File: config.mk
export PLATFORM = sky130hd
export DESIGN_NAME = m3it_fmul
export DESIGN_NICKNAME = d
export VERILOG_FILES = /design/src/rtl/m3it_pkg.sv /design/src/rtl/m3it_fmul.sv
export SDC_FILE = /design/constraint.sdc
export NUM_CORES = 2
export LEC_CHECK = 0
export ABC_AREA = 1
export BUFFER_PORTS_ARGS = -buffer_cell sky130_fd_sc_hd__buf_2
export CORE_ASPECT_RATIO = 1.75
export CORE_MARGIN = 10
export CORE_UTILIZATION = 40
export DETAILED_ROUTE_END_ITERATION = 10
export SYNTH_ARGS = -nofsm -noshare
export SYNTH_HDL_FRONTEND = slang
export SYNTH_SLANG_ARGS = --single-unit
export TNS_END_PERCENT = 20
File: constraint.sdc
create_clock -name clk -period 16.6 [get_ports clk]
set_input_delay 2.49 -clock clk [delete_from_list [all_inputs] [get_ports clk]]
set_output_delay 2.49 -clock clk [all_outputs]
set_load 0.05 [all_outputs]
File: src/rtl/m3it_pkg.sv
`timescale 1ns / 1ps

package m3it_pkg;

  // Element count and float32 layout.
  localparam int EL_N = 9;
  localparam int FP_W = 32;
  localparam int DATA_W = EL_N * FP_W;

  localparam logic [31:0] QNAN = 32'h7FC0_0000;

  // Pipeline depths, in cycles, of the parts between stages of the top level.
  localparam int A_DLY = 6;   // inputs kept until the determinant products start
  localparam int P_DLY = 3;   // third determinant product waits for the first add
  localparam int C_DLY = 18;  // cofactors wait for the reciprocal
  localparam int Z_DLY = 12;  // zero-determinant flag waits for the final products
  localparam int LAT = 27;    // total latency from accepted word to result word

  // Reciprocal divider: 28 quotient bits, 4 bits per stage.
  localparam int DIV_STG = 7;
  localparam int DIV_BITS = 4;

  // Operand indexes of each cofactor x*y - z*w, element index = 3*col + row.
  localparam logic [3:0] COF_IDX [0:EL_N-1][0:3] = '{
    '{4'd4, 4'd8, 4'd5, 4'd7},
    '{4'd6, 4'd5, 4'd3, 4'd8},
    '{4'd3, 4'd7, 4'd6, 4'd4},
    '{4'd7, 4'd2, 4'd1, 4'd8},
    '{4'd0, 4'd8, 4'd6, 4'd2},
    '{4'd6, 4'd1, 4'd0, 4'd7},
    '{4'd1, 4'd5, 4'd4, 4'd2},
    '{4'd3, 4'd2, 4'd0, 4'd5},
    '{4'd0, 4'd4, 4'd3, 4'd1}
  };

  // Leading zero count of a 27-bit word (27 when the word is zero).
  function automatic logic [4:0] lzc27(input logic [26:0] v);
    logic [4:0] n;
    logic found;
    n = 5'd0;
    found = 1'b0;
    for (int i = 26; i >= 0; i--) begin
      if (!found) begin
        if (v[i]) found = 1'b1;
        else n = n + 5'd1;
      end
    end
    return n;
  endfunction

  // Round to nearest even and pack. The mantissa has its leading one at bit 26
  // and e is the biased exponent of that leading one; st collects lower bits.
  function automatic logic [31:0] fp_round(input logic sgn, input logic signed [11:0] e,
                                           input logic [26:0] m, input logic st);
    logic [11:0] sh;
    logic [53:0] wide;
    logic [26:0] ms;
    logic stk;
    logic [7:0] ef;
    logic up;
    sh = 12'd0;
    wide = '0;
    ms = m;
    stk = st;
    ef = 8'd0;
    if (e >= 12'sd255) begin
      return {sgn, 8'hFF, 23'd0};
    end
    if (e <= 12'sd0) begin
      // Subnormal result: denormalize before rounding.
      sh = 12'd1 - e;
      if (sh > 12'd27) begin
        ms = '0;
        stk = st | (|m);
      end else begin
        wide = {m, 27'd0} >> sh[4:0];
        ms = wide[53:27];
        stk = st | (|wide[26:0]);
      end
      ef = 8'd0;
    end else begin
      ef = e[7:0];
    end
    up = ms[2] & (ms[1] | ms[0] | stk | ms[3]);
    // A carry out of the fraction moves into the exponent field.
    return {sgn, ef, ms[25:3]} + {31'd0, up};
  endfunction

endpackage

File: src/rtl/m3it_fmul.sv
`timescale 1ns / 1ps

module m3it_fmul (
  input  logic        clk,
  input  logic        en,
  input  logic [31:0] a,
  input  logic [31:0] b,
  output logic [31:0] y
);
  import m3it_pkg::*;

  // Unpack and normalize both operands.
  logic        a_nan, a_inf, a_zero, b_nan, b_inf, b_zero;
  logic [23:0] ma_raw, mb_raw;
  logic [4:0]  lza, lzb;
  logic signed [11:0] ea_n, eb_n;

  assign a_nan  = (&a[30:23]) & (|a[22:0]);
  assign a_inf  = (&a[30:23]) & ~(|a[22:0]);
  assign a_zero = ~(|a[30:0]);
  assign b_nan  = (&b[30:23]) & (|b[22:0]);
  assign b_inf  = (&b[30:23]) & ~(|b[22:0]);
  assign b_zero = ~(|b[30:0]);
  assign ma_raw = {|a[30:23], a[22:0]};
  assign mb_raw = {|b[30:23], b[22:0]};
  assign lza    = lzc27({ma_raw, 3'b000});
  assign lzb    = lzc27({mb_raw, 3'b000});
  assign ea_n   = $signed({4'd0, (|a[30:23]) ? a[30:23] : 8'd1}) - $signed({7'd0, lza});
  assign eb_n   = $signed({4'd0, (|b[30:23]) ? b[30:23] : 8'd1}) - $signed({7'd0, lzb});

  logic        s1_sgn, s1_nan, s1_inf, s1_zero;
  logic [23:0] s1_ma, s1_mb;
  logic signed [11:0] s1_e;

  always_ff @(posedge clk) begin
    if (en) begin
      s1_sgn  <= a[31] ^ b[31];
      s1_nan  <= a_nan | b_nan | (a_inf & b_zero) | (b_inf & a_zero);
      s1_inf  <= a_inf | b_inf;
      s1_zero <= a_zero | b_zero;
      s1_ma   <= ma_raw << lza;
      s1_mb   <= mb_raw << lzb;
      s1_e    <= ea_n + eb_n - 12'sd127;
    end
  end

  // Mantissa product.
  logic        s2_sgn, s2_nan, s2_inf, s2_zero;
  logic [47:0] s2_p;
  logic signed [11:0] s2_e;

  always_ff @(posedge clk) begin
    if (en) begin
      s2_sgn  <= s1_sgn;
      s2_nan  <= s1_nan;
      s2_inf  <= s1_inf;
      s2_zero <= s1_zero;
      s2_p    <= s1_ma * s1_mb;
      s2_e    <= s1_e;
    end
  end

  // Normalize by at most one place, then round and handle special operands.
  logic [26:0] m;
  logic        st;
  logic signed [11:0] e;
  logic [31:0] y_next;

  always_comb begin
    if (s2_p[47]) begin
      m = s2_p[47:21];
      st = |s2_p[20:0];
      e = s2_e + 12'sd1;
    end else begin
      m = s2_p[46:20];
      st = |s2_p[19:0];
      e = s2_e;
    end
    if (s2_nan) y_next = QNAN;
    else if (s2_inf) y_next = {s2_sgn, 8'hFF, 23'd0};
    else if (s2_zero) y_next = {s2_sgn, 31'd0};
    else y_next = fp_round(s2_sgn, e, m, st);
  end

  always_ff @(posedge clk) begin
    if (en) y <= y_next;
  end

endmodule

== Word level (Yosys, flattened, before mapping) ==
Index checks and enable logic that the tools add are counted.

* Add/sub/neg operators: 59
* $mul: 1
* Div/mod/pow operators: 0
* $lt $le $gt $ge: 3
* Eq/ne operators: 0
* Shift operators: 3
* Multiplexer cells: 224
* Bitwise gates (word level): 22
* Reduce and logical (&&, ||, !) cells: 14

{| class="wikitable"
|+ Operators with widths
! cell !! number
|-
| 5-bit two-way mux || 98
|-
| 5-bit by 1-bit adder with 5-bit output (second input constant) || 52
|-
| 26-bit two-way mux || 6
|-
| 32-bit two-way mux || 4
|-
| 1-bit two-way mux || 107
|-
| 31-bit OR reduction || 2
|-
| 8-bit two-way mux || 7
|-
| 27-bit OR reduction || 2
|-
| 54-bit by 5-bit >> shifter with 53-bit output || 1
|-
| 24-bit by 24-bit multiplier with 48-bit output || 1
|-
| 24-bit by 5-bit left shift with 24-bit output || 2
|-
| 23-bit OR reduction || 2
|-
| 32-bit by 1-bit adder with 32-bit output || 1
|-
| 27-bit two-way mux || 1
|-
| 21-bit OR reduction || 1
|-
| 20-bit OR reduction || 1
|-
| 8-bit by 5-bit subtractor with 9-bit output || 2
|-
| 8-bit AND reduction || 2
|-
| 8-bit OR reduction || 2
|-
| 12-bit by 2-bit adder with 12-bit output (second input constant) || 1
|-
| 12-bit by 9-bit greater-or-equal comparator with 1-bit output (second input constant) || 1
|-
| 12-bit by 5-bit > comparator with 1-bit output (second input constant) || 1
|-
| 12-bit by 1-bit <= comparator with 1-bit output (second input constant) || 1
|-
| 12-bit two-way mux || 1
|-
| 9 further kinds || 27
|}

* Register bits after elaboration: 160
* Bits in latches: 0
* Bits in writable memories: 0
* Memory bits (read-only): 0
* Input bits: 66
* Output and inout bits: 32
* Memories kept: 0

== Depth between registers and ports, before layout ==
* Word-level depth: 80
* Gate-level depth with buffers: 100
* Gate-level depth less buffers: 100

== Least setup slack after synthesis ==
OpenSTA, ideal clock, no wires.

* Kind: input to register
* Start point: input port a[23]
* End point: register s1_e[10] (data pin)
* Setup time: 130 ps
* Arrival: 14452 ps
* Data required time: 16470 ps
* Slack: 2019 ps
* Stages on the path: 86
* Path buffers: 1
* Cells stage by stage: nor2_1 -> nand2_2 -> nor2_4 -> nand2_2 -> inv_1 -> ha_1 -> nor2_1 -> nor2_4 -> nand3b_1 -> a31oi_1 -> ha_1 -> o21ai_1 -> or2_1 -> nand3_1 -> nand2_1 -> nand2_1 -> nand2_1 -> ha_1 -> [... 50 more ...] -> nand2_4 -> buf_4 -> ha_1 -> nand2_1 -> nor2_1 -> a211oi_1 -> xor2_1 -> inv_1 -> ha_1 -> ha_1 -> a21oi_1 -> nand2_1 -> a21oi_1 -> inv_1 -> a21oi_1 -> o21ai_0 -> a2111oi_0 -> a21o_1

* Longest elaborated chain between the ends: 80

{| class="wikitable"
|+ Ends and longest elaborated chain
! what !! RTL line !! source
|-
| start: declaration || m3it_fmul.sv:6 || <nowiki>input logic [31:0] a,</nowiki>
|-
| 8-bit OR reduction || m3it_fmul.sv:24, m3it_fmul.sv:28 ||
|-
| 1-bit two-way mux || m3it_pkg.sv:44 || <nowiki>if (v[i]) found = 1'b1;</nowiki>
|-
| 5-bit by 1-bit adder with 5-bit output || m3it_pkg.sv:45 || <nowiki>else n = n + 5'd1;</nowiki>
|-
| 5-bit two-way mux || m3it_pkg.sv:44 ||
|-
| 5-bit two-way mux || m3it_pkg.sv:43 || <nowiki>if (!found) begin</nowiki>
|-
| 5-bit by 1-bit adder with 5-bit output || m3it_pkg.sv:45 ||
|-
| 5-bit two-way mux || m3it_pkg.sv:44 ||
|-
| 5-bit two-way mux || m3it_pkg.sv:43 ||
|-
| [... 64 more ...] || - ||
|-
| 5-bit two-way mux || m3it_pkg.sv:43 ||
|-
| 5-bit by 1-bit adder with 5-bit output || m3it_pkg.sv:45 ||
|-
| 5-bit two-way mux || m3it_pkg.sv:43 ||
|-
| 5-bit by 1-bit adder with 5-bit output || m3it_pkg.sv:45 ||
|-
| 5-bit two-way mux || m3it_pkg.sv:43 ||
|-
| 8-bit by 5-bit subtractor with 9-bit output (*) || m3it_fmul.sv:28 || <nowiki>assign ea_n = $signed({4'd0, (|a[30:23]) ? a[30:23] : 8'd1}) - $signed({7'd0, lza});</nowiki>
|-
| 9-bit by 9-bit adder with 10-bit output (*) || m3it_fmul.sv:43 || <nowiki>s1_e <= ea_n + eb_n - 12'sd127;</nowiki>
|-
| 10-bit by 8-bit subtractor with 11-bit output (*) || m3it_fmul.sv:43 ||
|-
| end signal: assignment || m3it_fmul.sv:43 ||
|-
| end: declaration || m3it_fmul.sv:33 || <nowiki>logic signed [11:0] s1_e;</nowiki>
|}

Mark *: on every way between the ends. The rest lies on a longest branch, timed or not.
A chain may end at the register's enable or synchronous reset.

== Final worst setup path ==
* Start point: input port a[24]
* End point: register s1_e[10] (data pin)

Same word-level chain as after synthesis.

==> impl_metrics.ini <==
[run_status]
status = finished clean

[worst_setup_path]
cpLargestDelayFamily = simple AND/OR/NAND/NOR gates
r2r_slack_ns = 7.34
reg2reg_to = s2_p[46]$_DFFE_PP_
reg2reg_depth = 39
critPathLaunchType = input port
critPathMostFrequentCell = nand2_1
critPathSlowestCell = a2111oi_1
r2r_start = s1_ma[9]$_SDFFCE_PN0P_
worstPathMaxFanout = 28
arrival_ns = 15.63
cpPeakStageDelay_ns = 0.48
endpoint_kind = register
cp.required_ns = 16.94
crit_buf_inv = 13
path_depth = 90
worstSetupPathType = input port to register

[synthesis]
synth_area_leaders = fa_1, nand2_1, edfxtp_1
synth_cells = 4951
synth_area_per_cell_um2 = 7.24
synth-edff-count = 158
ys.flop_type = edfxtp_1
synth_top_area_share = 0.271
synthesis.area_mm2 = 0.0358
synth.yosys.seq_area_share = 0.132
async_reset_ff_frac = 0
yosysWarnings = 0
ys_ff_latch = 158
yosys.area.top_type = fa_1
ys_types = 74
syn_nets = 5751

[sta]
rsz0062_at_grt = false
hold_viol = 0
min_period_over_period = 0.921
tightest_slew_ns = 0.924
worst_slack_ns = 1.31
finalSetupViolCount = 0
fmax_ghz = 0.0654
tns_ns = 0
fin_crit_ns = 15.29
maxSlewHeadroom = 0.384
drv_slew = 0
finClkSkew_ns = 0.0143

[detailed_routing]
drt-total-wl_mm = 106
ant_nets = 0
post_drt_wl_per_cell_um = 17.2
post-route-drc-count = 0
drt_pass1_iterations = 6
drt_iter0_markers = 1654
num_vias = 31200
vias_per_cell = 5.07

[global_routing]
gr-total-overflow = 0
met1_usage = 0.211
grt_first_pass_wirelength_mm = 170
grt_use_total = 0.209
grt_util_met3 = 0.0180
antenna_found_initial = 0
grtUsageMet2 = 0.408
grt_most_used_layer = met2
grt_max_degree = 98
grt_pass1_vias = 32700

[final_layout]
layout_commonest_cell = nand2_1
drive_gt1_frac = 0.0821
fillers = 9181
fin_nets = 5770
syn_to_final_growth_pct = 6.88
final_cell_mix = nand2_1, inv_1, fa_1

[die]
die_h_um = 416
initial_utilization = 0.402
core_mm2 = 0.0891
io_pins = 98
std_cell_rows = 145
die_w_um = 246
die_area_mm2 = 0.102

[worst_hold_path]
min_path_type = register to register
min_to = s2_sgn$_DFFE_PP_
min_from = s1_sgn$_DFFE_PP_
worstHoldPathCells = 0

[clock_network]
path_clk_slew_ns = 0.08
htreeDepth = 4
ctsHoldBuffers = 0
numCtsBuffers = 17
clockRootBuffer = clkbuf_16
cts_tree = built
cts_sinks = 158
clock_path_buffers = 2
insertion_delay_ns = 0.47

[place]
place.gp.congestion = 0.942
place_ws_ns = 0.467
hpwl_mm = 83.9
io_buffers = 97

[job]
max_cap_viol_count = 0
-- kinds of logic after synthesis --
logic type,after synthesis,share of synthesized area
buffers and inverters,1289,0.139
AOI/OAI and AO/OA,502,0.0769
and+or+nand+nor,2143,0.263
xor gates and xnor gates,120,0.0295
DFF,158,0.132
muxes,5,0.00143
adders and majority gates,734,0.358
-- cell usage after synthesis (all sizes together), types with 2 or more instances --
cell type,instances
and2,4
o2111ai,2
xnor2,41
fa,485
o31ai,6
o22ai,10
o21a,6
nor3b,4
a22o,2
o211ai,9
a21oi,139
a21o,4
clkinv,9
o32ai,2
nand2,1486
nor2,298
nand3b,9
nand4,65
or2,15
nand3,191
ha,249
clkbuf,137
edfxtp,158
a211oi,4
xor2,79
o21bai,6
nor4,12
nor3,56
a22oi,2
a31oi,10
a31o,2
inv,1113
mux2i,4
o21ai,289
a21boi,3
buf,30
-- what timing repair did --
item | 4_1_cts | 5_1_grt
endpoints found under the hold margin | 0 | 0
gates resized for setup | 0 | 14
endpoints found under the setup margin | 0 | 3
buffers inserted | 0 | 4
-- area by class of cell --
cell class | instances | area [um^2] | area share
sequential | 158 | 4740 | 0.124
tap | 1176 | 1470 | 0.0384
inverter | 1122 | 4240 | 0.111
antenna | 1 | 2.50 | 0.0000653
clock buffer | 17 | 425 | 0.0111
timing repair buffer | 166 | 1010 | 0.0264
clock inverter | 15 | 189 | 0.00493
multi-input combinational | 3505 | 26200 | 0.684
-- metrics by stage --
stage	hold WS [ns]	utilization	std cells	cell area (um^2)
2_1_floorplan	0.400	-	4951	35800
3_3_place_gp	0.404	0.422	6122	37600
3_5_place_dp	0.405	0.422	6122	37600
4_1_cts	0.424	0.429	6154	38200
5_1_grt	0.430	0.430	6159	38300
6_report	0.426	0.430	6160	38300
-- how the worst max path moves through the flow --
stage | startpoint | to | slack, ns
3_5_place_dp | a[26] | s1_e[10]$_DFFE_PP_ | 0.47
3_3_place_gp | a[26] | s1_e[10]$_DFFE_PP_ | 0.82
2_1_floorplan | a[23] | s1_e[10]$_DFFE_PP_ | 2.02
4_1_cts | a[26] | s1_e[10]$_DFFE_PP_ | 0.93
6_report | a[24] | s1_e[10]$_DFFE_PP_ | 1.31
5_1_grt | b[24] | s1_e[9]$_DFFE_PP_ | 0.004
-- registers in the layout, indices dropped and copies added (netlist names) --
signal,count
s1_nan,1
s1_zero,1
s2_p,48
s2_e,11
s1_e,11
s2_nan,1
s2_inf,1
s1_mb,24
s1_sgn,1
y,32
s1_inf,1
s2_zero,1
s2_sgn,1
s1_ma,24
-- metal layers --
layer | vias to the layer above | wire length (um)
met5 | - | 0
met4 | 0 | 6160
met3 | 297 | 4040
met2 | 742 | 59100
met1 | 15100 | 36700
li1 | 15100 | -
Power is left out: the tool's default activity adds up to more than one toggle a clock period on the data nets, which glitch-free logic cannot reach.
