## src/rtl/m3it_pkg.sv

```systemverilog
`timescale 1ns / 1ps

package m3it_pkg;

  // Element count and float32 layout.
  localparam int EL_N = 9;
  localparam int FP_W = 32;
  localparam int DATA_W = EL_N * FP_W;

  localparam logic [31:0] QNAN = 32'h7FC0_0000;

  // Pipeline depths, in cycles, of the parts between stages of the top level.
  localparam int A_DLY = 6;   // inputs kept until the determinant products start
  localparam int P_DLY = 3;   // third determinant product waits for the first add
  localparam int C_DLY = 18;  // cofactors wait for the reciprocal
  localparam int Z_DLY = 12;  // zero-determinant flag waits for the final products
  localparam int LAT = 27;    // total latency from accepted word to result word

  // Reciprocal divider: 28 quotient bits, 4 bits per stage.
  localparam int DIV_STG = 7;
  localparam int DIV_BITS = 4;

  // Operand indexes of each cofactor x*y - z*w, element index = 3*col + row.
  localparam logic [3:0] COF_IDX [0:EL_N-1][0:3] = '{
    '{4'd4, 4'd8, 4'd5, 4'd7},
    '{4'd6, 4'd5, 4'd3, 4'd8},
    '{4'd3, 4'd7, 4'd6, 4'd4},
    '{4'd7, 4'd2, 4'd1, 4'd8},
    '{4'd0, 4'd8, 4'd6, 4'd2},
    '{4'd6, 4'd1, 4'd0, 4'd7},
    '{4'd1, 4'd5, 4'd4, 4'd2},
    '{4'd3, 4'd2, 4'd0, 4'd5},
    '{4'd0, 4'd4, 4'd3, 4'd1}
  };

  // Leading zero count of a 27-bit word (27 when the word is zero).
  function automatic logic [4:0] lzc27(input logic [26:0] v);
    logic [4:0] n;
    logic found;
    n = 5'd0;
    found = 1'b0;
    for (int i = 26; i >= 0; i--) begin
      if (!found) begin
        if (v[i]) found = 1'b1;
        else n = n + 5'd1;
      end
    end
    return n;
  endfunction

  // Round to nearest even and pack. The mantissa has its leading one at bit 26
  // and e is the biased exponent of that leading one; st collects lower bits.
  function automatic logic [31:0] fp_round(input logic sgn, input logic signed [11:0] e,
                                           input logic [26:0] m, input logic st);
    logic [11:0] sh;
    logic [53:0] wide;
    logic [26:0] ms;
    logic stk;
    logic [7:0] ef;
    logic up;
    sh = 12'd0;
    wide = '0;
    ms = m;
    stk = st;
    ef = 8'd0;
    if (e >= 12'sd255) begin
      return {sgn, 8'hFF, 23'd0};
    end
    if (e <= 12'sd0) begin
      // Subnormal result: denormalize before rounding.
      sh = 12'd1 - e;
      if (sh > 12'd27) begin
        ms = '0;
        stk = st | (|m);
      end else begin
        wide = {m, 27'd0} >> sh[4:0];
        ms = wide[53:27];
        stk = st | (|wide[26:0]);
      end
      ef = 8'd0;
    end else begin
      ef = e[7:0];
    end
    up = ms[2] & (ms[1] | ms[0] | stk | ms[3]);
    // A carry out of the fraction moves into the exponent field.
    return {sgn, ef, ms[25:3]} + {31'd0, up};
  endfunction

endpackage

```

## src/rtl/m3it_fadd.sv

```systemverilog
`timescale 1ns / 1ps

module m3it_fadd (
  input  logic        clk,
  input  logic        en,
  input  logic [31:0] a,
  input  logic [31:0] b,
  input  logic        sub,
  output logic [31:0] y
);
  import m3it_pkg::*;

  // Order the operands by magnitude and align the smaller one.
  logic [31:0] bb, big, sml;
  logic        swap, a_nan, a_inf, b_nan, b_inf;
  logic [7:0]  el, es, d;
  logic [23:0] ml, msm;
  logic [53:0] wide;
  logic [26:0] al;
  logic        stk;

  always_comb begin
    bb    = {b[31] ^ sub, b[30:0]};
    a_nan = (&a[30:23]) & (|a[22:0]);
    a_inf = (&a[30:23]) & ~(|a[22:0]);
    b_nan = (&bb[30:23]) & (|bb[22:0]);
    b_inf = (&bb[30:23]) & ~(|bb[22:0]);
    swap  = bb[30:0] > a[30:0];
    big   = swap ? bb : a;
    sml   = swap ? a : bb;
    el    = (|big[30:23]) ? big[30:23] : 8'd1;
    es    = (|sml[30:23]) ? sml[30:23] : 8'd1;
    ml    = {|big[30:23], big[22:0]};
    msm   = {|sml[30:23], sml[22:0]};
    d     = el - es;
    wide  = '0;
    if (d >= 8'd27) begin
      al  = '0;
      stk = |msm;
    end else begin
      wide = {msm, 3'b000, 27'd0} >> d[4:0];
      al   = wide[53:27];
      stk  = |wide[26:0];
    end
  end

  logic        s1_sgn, s1_op, s1_nan, s1_inf, s1_isgn;
  logic [26:0] s1_ml, s1_ms;
  logic [7:0]  s1_e;

  always_ff @(posedge clk) begin
    if (en) begin
      s1_sgn  <= big[31];
      s1_op   <= a[31] ^ bb[31];
      s1_nan  <= a_nan | b_nan | (a_inf & b_inf & (a[31] ^ bb[31]));
      s1_inf  <= a_inf | b_inf;
      s1_isgn <= a_inf ? a[31] : bb[31];
      s1_ml   <= {ml, 3'b000};
      s1_ms   <= {al[26:1], al[0] | stk};
      s1_e    <= el;
    end
  end

  // Add or subtract, then normalize.
  logic [27:0] sum;
  logic [4:0]  lz;
  logic [26:0] nm;
  logic        nst;
  logic signed [11:0] ne;

  always_comb begin
    sum = s1_op ? ({1'b0, s1_ml} - {1'b0, s1_ms}) : ({1'b0, s1_ml} + {1'b0, s1_ms});
    lz  = lzc27(sum[26:0]);
    if (sum[27]) begin
      nm  = sum[27:1];
      nst = sum[0];
      ne  = $signed({4'd0, s1_e}) + 12'sd1;
    end else begin
      nm  = sum[26:0] << lz;
      nst = 1'b0;
      ne  = $signed({4'd0, s1_e}) - $signed({7'd0, lz});
    end
  end

  logic        s2_sgn, s2_nan, s2_inf, s2_isgn, s2_zero, s2_st;
  logic [26:0] s2_m;
  logic signed [11:0] s2_e;

  always_ff @(posedge clk) begin
    if (en) begin
      // An exact zero sum is +0 unless both operands were negative zeros.
      s2_sgn  <= (sum == 28'd0) ? (s1_sgn & ~s1_op) : s1_sgn;
      s2_zero <= (sum == 28'd0);
      s2_nan  <= s1_nan;
      s2_inf  <= s1_inf;
      s2_isgn <= s1_isgn;
      s2_m    <= nm;
      s2_st   <= nst;
      s2_e    <= ne;
    end
  end

  // Round and handle special operands.
  logic [31:0] y_next;

  always_comb begin
    if (s2_nan) y_next = QNAN;
    else if (s2_inf) y_next = {s2_isgn, 8'hFF, 23'd0};
    else if (s2_zero) y_next = {s2_sgn, 31'd0};
    else y_next = fp_round(s2_sgn, s2_e, s2_m, s2_st);
  end

  always_ff @(posedge clk) begin
    if (en) y <= y_next;
  end

endmodule

```

## config.mk

```make
export PLATFORM = sky130hd
export DESIGN_NAME = m3it_fadd
export DESIGN_NICKNAME = d
export VERILOG_FILES = /design/src/rtl/m3it_pkg.sv /design/src/rtl/m3it_fadd.sv
export SDC_FILE = /design/constraint.sdc
export NUM_CORES = 1
export LEC_CHECK = 0
export BUFFER_PORTS_ARGS = -buffer_cell sky130_fd_sc_hd__clkbuf_2
export CAP_MARGIN = 5
export CORE_MARGIN = 2
export CORE_UTILIZATION = 60
export CTS_BUF_LIST = sky130_fd_sc_hd__clkbuf_8 sky130_fd_sc_hd__clkbuf_16
export DETAILED_ROUTE_END_ITERATION = 10
export HOLD_SLACK_MARGIN = 0.06
export PLACE_DENSITY = 0.75
export SYNTH_ARGS = -nofsm -noshare
export SYNTH_HDL_FRONTEND = slang
export SYNTH_SLANG_ARGS = --single-unit
```

## constraint.sdc

```tcl
create_clock -name clk -period 19.7 [get_ports clk]
set_input_delay 3.94 -clock clk [delete_from_list [all_inputs] [get_ports clk]]
set_output_delay 3.94 -clock clk [all_outputs]
set_load 0.02 [all_outputs]
```

After elaboration in Yosys (flattened, before gate mapping)
Cells that the tools add are included.
{ "op_classes": {"n_addsub": 33, "order_cmp": 5, "shift": 3, "muxes": 140, "bitwise": 22, "n_reduce_logical": 13} }
{ "op_table": {"columns": ["cell", "count"], "rows": [
  ["two-way mux 5 bit", 52],
  ["two-way mux 26 bit", 7],
  ["two-way mux 32 bit", 5],
  ["adder 5 x 1 -> 5 bit (second input constant)", 26],
  ["OR reduction 27 bit", 3],
  ["two-way mux 1 bit", 66],
  ["two-way mux 8 bit", 7],
  ["right shift 54 x 5 -> 53 bit", 1],
  ["right shift 54 x 5 -> 54 bit", 1],
  ["OR reduction 23 bit", 2],
  ["adder 32 x 1 -> 32 bit", 1],
  ["> comparator 31 bit", 1],
  ["two-way mux 31 bit", 1],
  ["OR reduction 31 bit", 1],
  ["adder 27 x 27 -> 28 bit", 1],
  ["logical NOT 28 bit", 1],
  ["two-way mux 28 bit", 1],
  ["subtractor 27 x 27 -> 28 bit", 1],
  ["<< shifter 27 x 5 -> 27 bit", 1],
  ["AND reduction 8 bit", 2],
  ["OR reduction 8 bit", 2],
  [">= comparator 12 x 9 -> 1 bit (second input constant)", 1],
  ["> comparator 12 x 5 -> 1 bit (second input constant)", 1],
  ["<= comparator 12 x 1 -> 1 bit (second input constant)", 1],
  ["other kinds (12)", 30]
]} }
{ "totals": {"register_bits": 141, "in_bits": 67, "out_inout_bits": 32, "elab_cells": 237} }

Depth between registers and ports, before layout
{ "depth": {"depth_word": 83, "ltp_mapped": 87} }

Worst setup path after synthesis
OpenSTA, ideal clock, no wires.
{ "synth_path": {"kind": "reg-to-reg", "startpoint": "reg s1_ml[19]", "endpoint": "reg s2_e[8] (data pin)", "t_arrival_ns": 15.178, "t_required_ns": 19.553, "path_slack_ns": 4.375, "stages_incl_launch_ff": 84, "n_path_buf": 3, "period_less_slack_ns": 15.325, "cell_sequence": "edfxtp_1 ha_1 clkbuf_1 or4_1 a21oi_1 o311ai_0 a211oi_1 xor2_1 clkbuf_1 a21boi_0 ha_1 o211a_1 ha_1 mux2i_1 and3_1 o32a_1 o21a_1 ha_1 [... 48 more ...] ha_1 nand2_1 a21oi_1 ha_1 nand2_1 o21ai_0 o21ai_0 and3_1 nor4_1 o21a_1 xnor3_1 buf_2 inv_1 ha_1 nor2b_1 or4_1 nor3_1 o21bai_1"} }
{ "synth_via": {"elab_chain_len": 83} }
{ "synth_lines": {"columns": ["item", "line_no", "rtl"], "rows": [
  ["from (decl)", "m3it_fadd.sv:48", "logic [26:0] s1_ml, s1_ms;"],
  ["from (signal assigned)", "m3it_fadd.sv:58", "s1_ml <= {ml, 3'b000};"],
  ["adder 27 x 27 -> 28 bit or subtractor 27 x 27 -> 28 bit (tied branches)", "m3it_fadd.sv:72", "sum = s1_op ? ({1'b0, s1_ml} - {1'b0, s1_ms}) : ({1'b0, s1_ml} + {1'b0, s1_ms});"],
  ["two-way mux 28 bit *", "m3it_fadd.sv:72", null],
  ["two-way mux 1 bit", "m3it_pkg.sv:44", "if (v[i]) found = 1'b1;"],
  ["adder 5 x 1 -> 5 bit", "m3it_pkg.sv:45", "else n = n + 5'd1;"],
  ["two-way mux 5 bit", "m3it_pkg.sv:44", null],
  ["two-way mux 5 bit", "m3it_pkg.sv:43", "if (!found) begin"],
  ["adder 5 x 1 -> 5 bit", "m3it_pkg.sv:45", null],
  ["two-way mux 5 bit", "m3it_pkg.sv:44", null],
  ["[... 68 more ...]", null, null],
  ["two-way mux 5 bit", "m3it_pkg.sv:44", null],
  ["two-way mux 5 bit", "m3it_pkg.sv:43", null],
  ["adder 5 x 1 -> 5 bit", "m3it_pkg.sv:45", null],
  ["two-way mux 5 bit", "m3it_pkg.sv:44", null],
  ["two-way mux 5 bit", "m3it_pkg.sv:43", null],
  ["subtractor 8 x 5 -> 9 bit", "m3it_fadd.sv:81", "ne = $signed({4'd0, s1_e}) - $signed({7'd0, lz});"],
  ["two-way mux 12 bit *", "m3it_fadd.sv:74", "if (sum[27]) begin"],
  ["named net ne[8]", "m3it_fadd.sv:69", "logic signed [11:0] ne;"],
  ["to (signal assigned)", "m3it_fadd.sv:99", "s2_e <= ne;"],
  ["to (decl)", "m3it_fadd.sv:87", "logic signed [11:0] s2_e;"]
]} }
Mark *: on every way through the listed nets, which the timed path passes. The rest lies on a longest branch.
A chain may end at the register's enable or synchronous reset.

Final worst setup path
{ "layout_path": {"startpoint": "reg s1_ml[9]", "endpoint": "reg s2_e[8] (data pin)"} }
Same word-level chain as after synthesis.

==> impl_metrics.sql <==
INSERT INTO impl_metrics (metric_group, metric, value, unit) VALUES
('clock_tree', 'post-cts-setup-buffer-count', '0', ''),
('clock_tree', 'cts_tree', 'built', ''),
('clock_tree', 'clkSlewWorstSetupHoldPaths', '70', 'ps'),
('detailed_routing', 'wl_per_cell', '20.4', 'um'),
('pwr', 'power.density_cell_area', '135', 'nW/um^2'),
('cells_and_area', 'fin_cells', '2746', ''),
('hold_path', 'hp-class', 'reg -> reg', ''),
('detailed_routing', 'route.vias.total', '18100', ''),
('setup_path', 'cp.buffers_inverters', '2', ''),
('synthesis', 'synth_enable_flop_cells', '139', ''),
('timing', 'slew_headroom', '31.1', '%'),
('detailed_routing', 'drt_first_pass_iters', '6', ''),
('hold_path', 'whs_path_depth', '0', ''),
('run_status', 'outcome', 'complete, no violations', ''),
('placed_design', 'post_dp_cell_area', '19100', 'um^2'),
('setup_path', 'timing.critical_path.fanout_max', '15', ''),
('die', 'die_area', '32000', 'um^2'),
('timing', 'post-route-period-util', '91.4', '%'),
('synthesis', 'syn_avg_cell_area', '7.96', 'um^2'),
('synthesis', 'sequential_fraction_of_the_synthesis_area', '22.7', '%'),
('timing', 'hold_ws', '427', 'ps'),
('synthesis', 'synth_async_sr_flop_share', '0', '%'),
('pwr', 'vdd.ir_drop.worst', '0.0000804', 'V'),
('timing', 'tns', '0', 'ps'),
('global_routing', 'grt_pass1_wl', '88000', 'um'),
('detailed_routing', 'drt_wl_total', '56000', 'um'),
('placed_design', 'cell_total_after_placement', '2714', ''),
('cells_and_area', 'multi_input_area', '13200', 'um^2'),
('global_routing', 'antenna_found_initial', '0', ''),
('cells_and_area', 'number_of_diodes', '0', ''),
('detailed_routing', 'viasPerCell', '6.60', ''),
('cells_and_area', 'fin_area', '19800', 'um^2'),
('placed_design', 'dp_hpwl', '44300', 'um'),
('synthesis', 'synth-seq-cells', '139', ''),
('synthesis', 'yosysUniqueCellTypes', '111', ''),
('cells_and_area', 'fillCellCount', '2670', ''),
('setup_path', 'critPathTopFamily', 'compound AO/OA/AOI/OAI gates', ''),
('setup_path', 'critPathLaunchType', 'register', ''),
('global_routing', 'number_of_global_route_vias_before_repair', '17000', ''),
('clock_tree', 'clock_tree.root_cell', 'sky130_fd_sc_hd__clkbuf_16', ''),
('setup_path', 'cell_count_along_the_critical_path', '81', ''),
('detailed_routing', 'dr_drc_count', '0', ''),
('setup_path', 'register_to_register_path_depth', '81', ''),
('placed_design', 'port_buffers', '98', ''),
('timing', 'timing.final.crit_period', '18010', 'ps'),
('cells_and_area', 'regArea', '4170', 'um^2'),
('die', 'dieWidth', '179', 'um'),
('clock_tree', 'clock_sinks', '139', ''),
('die', 'start_util', '60.5', '%'),
('clock_tree', 'ctsHoldBuffers', '0', ''),
('pwr', 'p_total', '2.66', 'mW'),
('cells_and_area', 'area_delta_synth_final', '7.71', '%'),
('clock_tree', 'clock_buffers_created_by_tritoncts', '17', ''),
('timing', 'worst_clock_skew', '15.7', 'ps'),
('timing', 'max_freq', '55.5', 'MHz'),
('clock_tree', 'ctsLongestPathBuffers', '2', ''),
('setup_path', 'crit_path_frequent_cell', 'sky130_fd_sc_hd__ha_1', ''),
('timing', 'postLayoutSetupSlackWorst', '1690', 'ps'),
('synthesis', 'synth_ff_type', 'sky130_fd_sc_hd__edfxtp_1', ''),
('setup_path', 'worstSetupPathType', 'reg -> reg', ''),
('global_routing', 'pin_count_of_the_biggest_net_entering_global_routing', '97', ''),
('timing', 'final_hold_viol_count', '0', ''),
('die', 'num_rows', '64', ''),
('die', 'core_region_area', '30300', 'um^2'),
('setup_path', 'timing.critical_path.required', '19970', 'ps'),
('detailed_routing', 'initialDrtViolationCount', '1637', ''),
('timing', 'timing_worst_slew_pin_value', '1030', 'ps'),
('timing', 'unrepaired_setup_endpoints_after_global_routing', 'false', ''),
('setup_path', 'critPathArrivalTime', '18280', 'ps'),
('die', 'chipHeight', '179', 'um'),
('clock_tree', 'htreeDepth', '4', '');
[synth_stat cells (all sizes together) (25+ instances only)]
cell type	instances	area, um^2
xor2	31	279
xnor2	76	673
o22ai	36	225
and3	35	219
inv	123	464
o211ai	25	188
nand2	270	1020
mux2i	168	1680
o21ai	174	875
a21o	28	210
nor4	37	253
nor2	200	751
buf	39	198
a21oi	159	811
nor3	62	320
edfxtp	139	4170
nand4	40	265
nand3	56	280
clkbuf	78	293
ha	119	1490
[report_power, final]
part           total, mW  switching, mW  internal [mW]
logic               1.86           1.19          0.668
clock network      0.350          0.135          0.215
registers          0.453         0.0524          0.401
[per-layer routing]
metal	global-route usage [%]	vias to the layer above	wire length, um
met5	0	-	0
met2	57.9	855	26200
met4	14.7	0	2220
met1	44.4	8488	23500
li1	-	8663	-
met3	4.90	130	4100
[worst paths after layout]
| path | startpoint | endpoint | slack (ps) |
|---|---|---|---|
| setup reg to reg | s1_ml[9]$_DFFE_PP_ | s2_e[8]$_DFFE_PP_ | 1690 |
| setup / recovery | s1_ml[9]$_DFFE_PP_ | s2_e[8]$_DFFE_PP_ | 1690 |
| hold reg to reg | s1_isgn$_DFFE_PP_ | s2_isgn$_DFFE_PP_ | 430 |
| hold / removal | s1_isgn$_DFFE_PP_ | s2_isgn$_DFFE_PP_ | 430 |
[flip-flops by register name, summed over array words and instances (netlist names)]
| name | cells |
|---|---|
| s2_inf | 1 |
| s1_sgn | 1 |
| s1_ms | 27 |
| s1_inf | 1 |
| s1_ml | 24 |
| s2_st | 1 |
| y | 32 |
| s1_nan | 1 |
| s1_e | 8 |
| s2_m | 27 |
| s2_sgn | 1 |
| s2_zero | 1 |
| s2_isgn | 1 |
| s1_isgn | 1 |
| s2_nan | 1 |
| s1_op | 1 |
| s2_e | 10 |
[cell type report]
type | count | share of cell area [%]
Clock buffer | 17 | 2.15
Clock inverter | 15 | 1.07
Inverter | 125 | 2.39
Multi-Input combinational cell | 1924 | 67.0
Sequential cell | 139 | 21.1
Tap cell | 396 | 2.51
Timing Repair Buffer | 130 | 3.73
[kinds of logic (layout without fill, tap and decap cells)]
family / Yosys count / after routing / share of synthesized area (%)
simple gates: 841 / 841 / 22.4
buf+inv: 242 / 287 / 5.24
fa+ha+maj: 124 / 124 / 8.55
compound gates: 647 / 647 / 23.1
mux: 199 / 199 / 12.0
xor+xnor: 113 / 113 / 5.93
flops: 139 / 139 / 22.7
[cell usage in the layout (no fill, tap or decap), types with 36 or more instances in the layout]
cell type,instances
sky130_fd_sc_hd__inv_1,119
sky130_fd_sc_hd__xnor2_1,75
sky130_fd_sc_hd__mux2i_1,168
sky130_fd_sc_hd__ha_1,119
sky130_fd_sc_hd__nor2_1,200
sky130_fd_sc_hd__edfxtp_1,139
sky130_fd_sc_hd__nand3_1,56
sky130_fd_sc_hd__o22ai_1,36
sky130_fd_sc_hd__nand2_1,269
sky130_fd_sc_hd__o21ai_0,163
sky130_fd_sc_hd__clkbuf_2,97
sky130_fd_sc_hd__nand4_1,39
sky130_fd_sc_hd__nor3_1,60
sky130_fd_sc_hd__a21oi_1,155
Note: power is estimated with default switching activity, not from simulation.
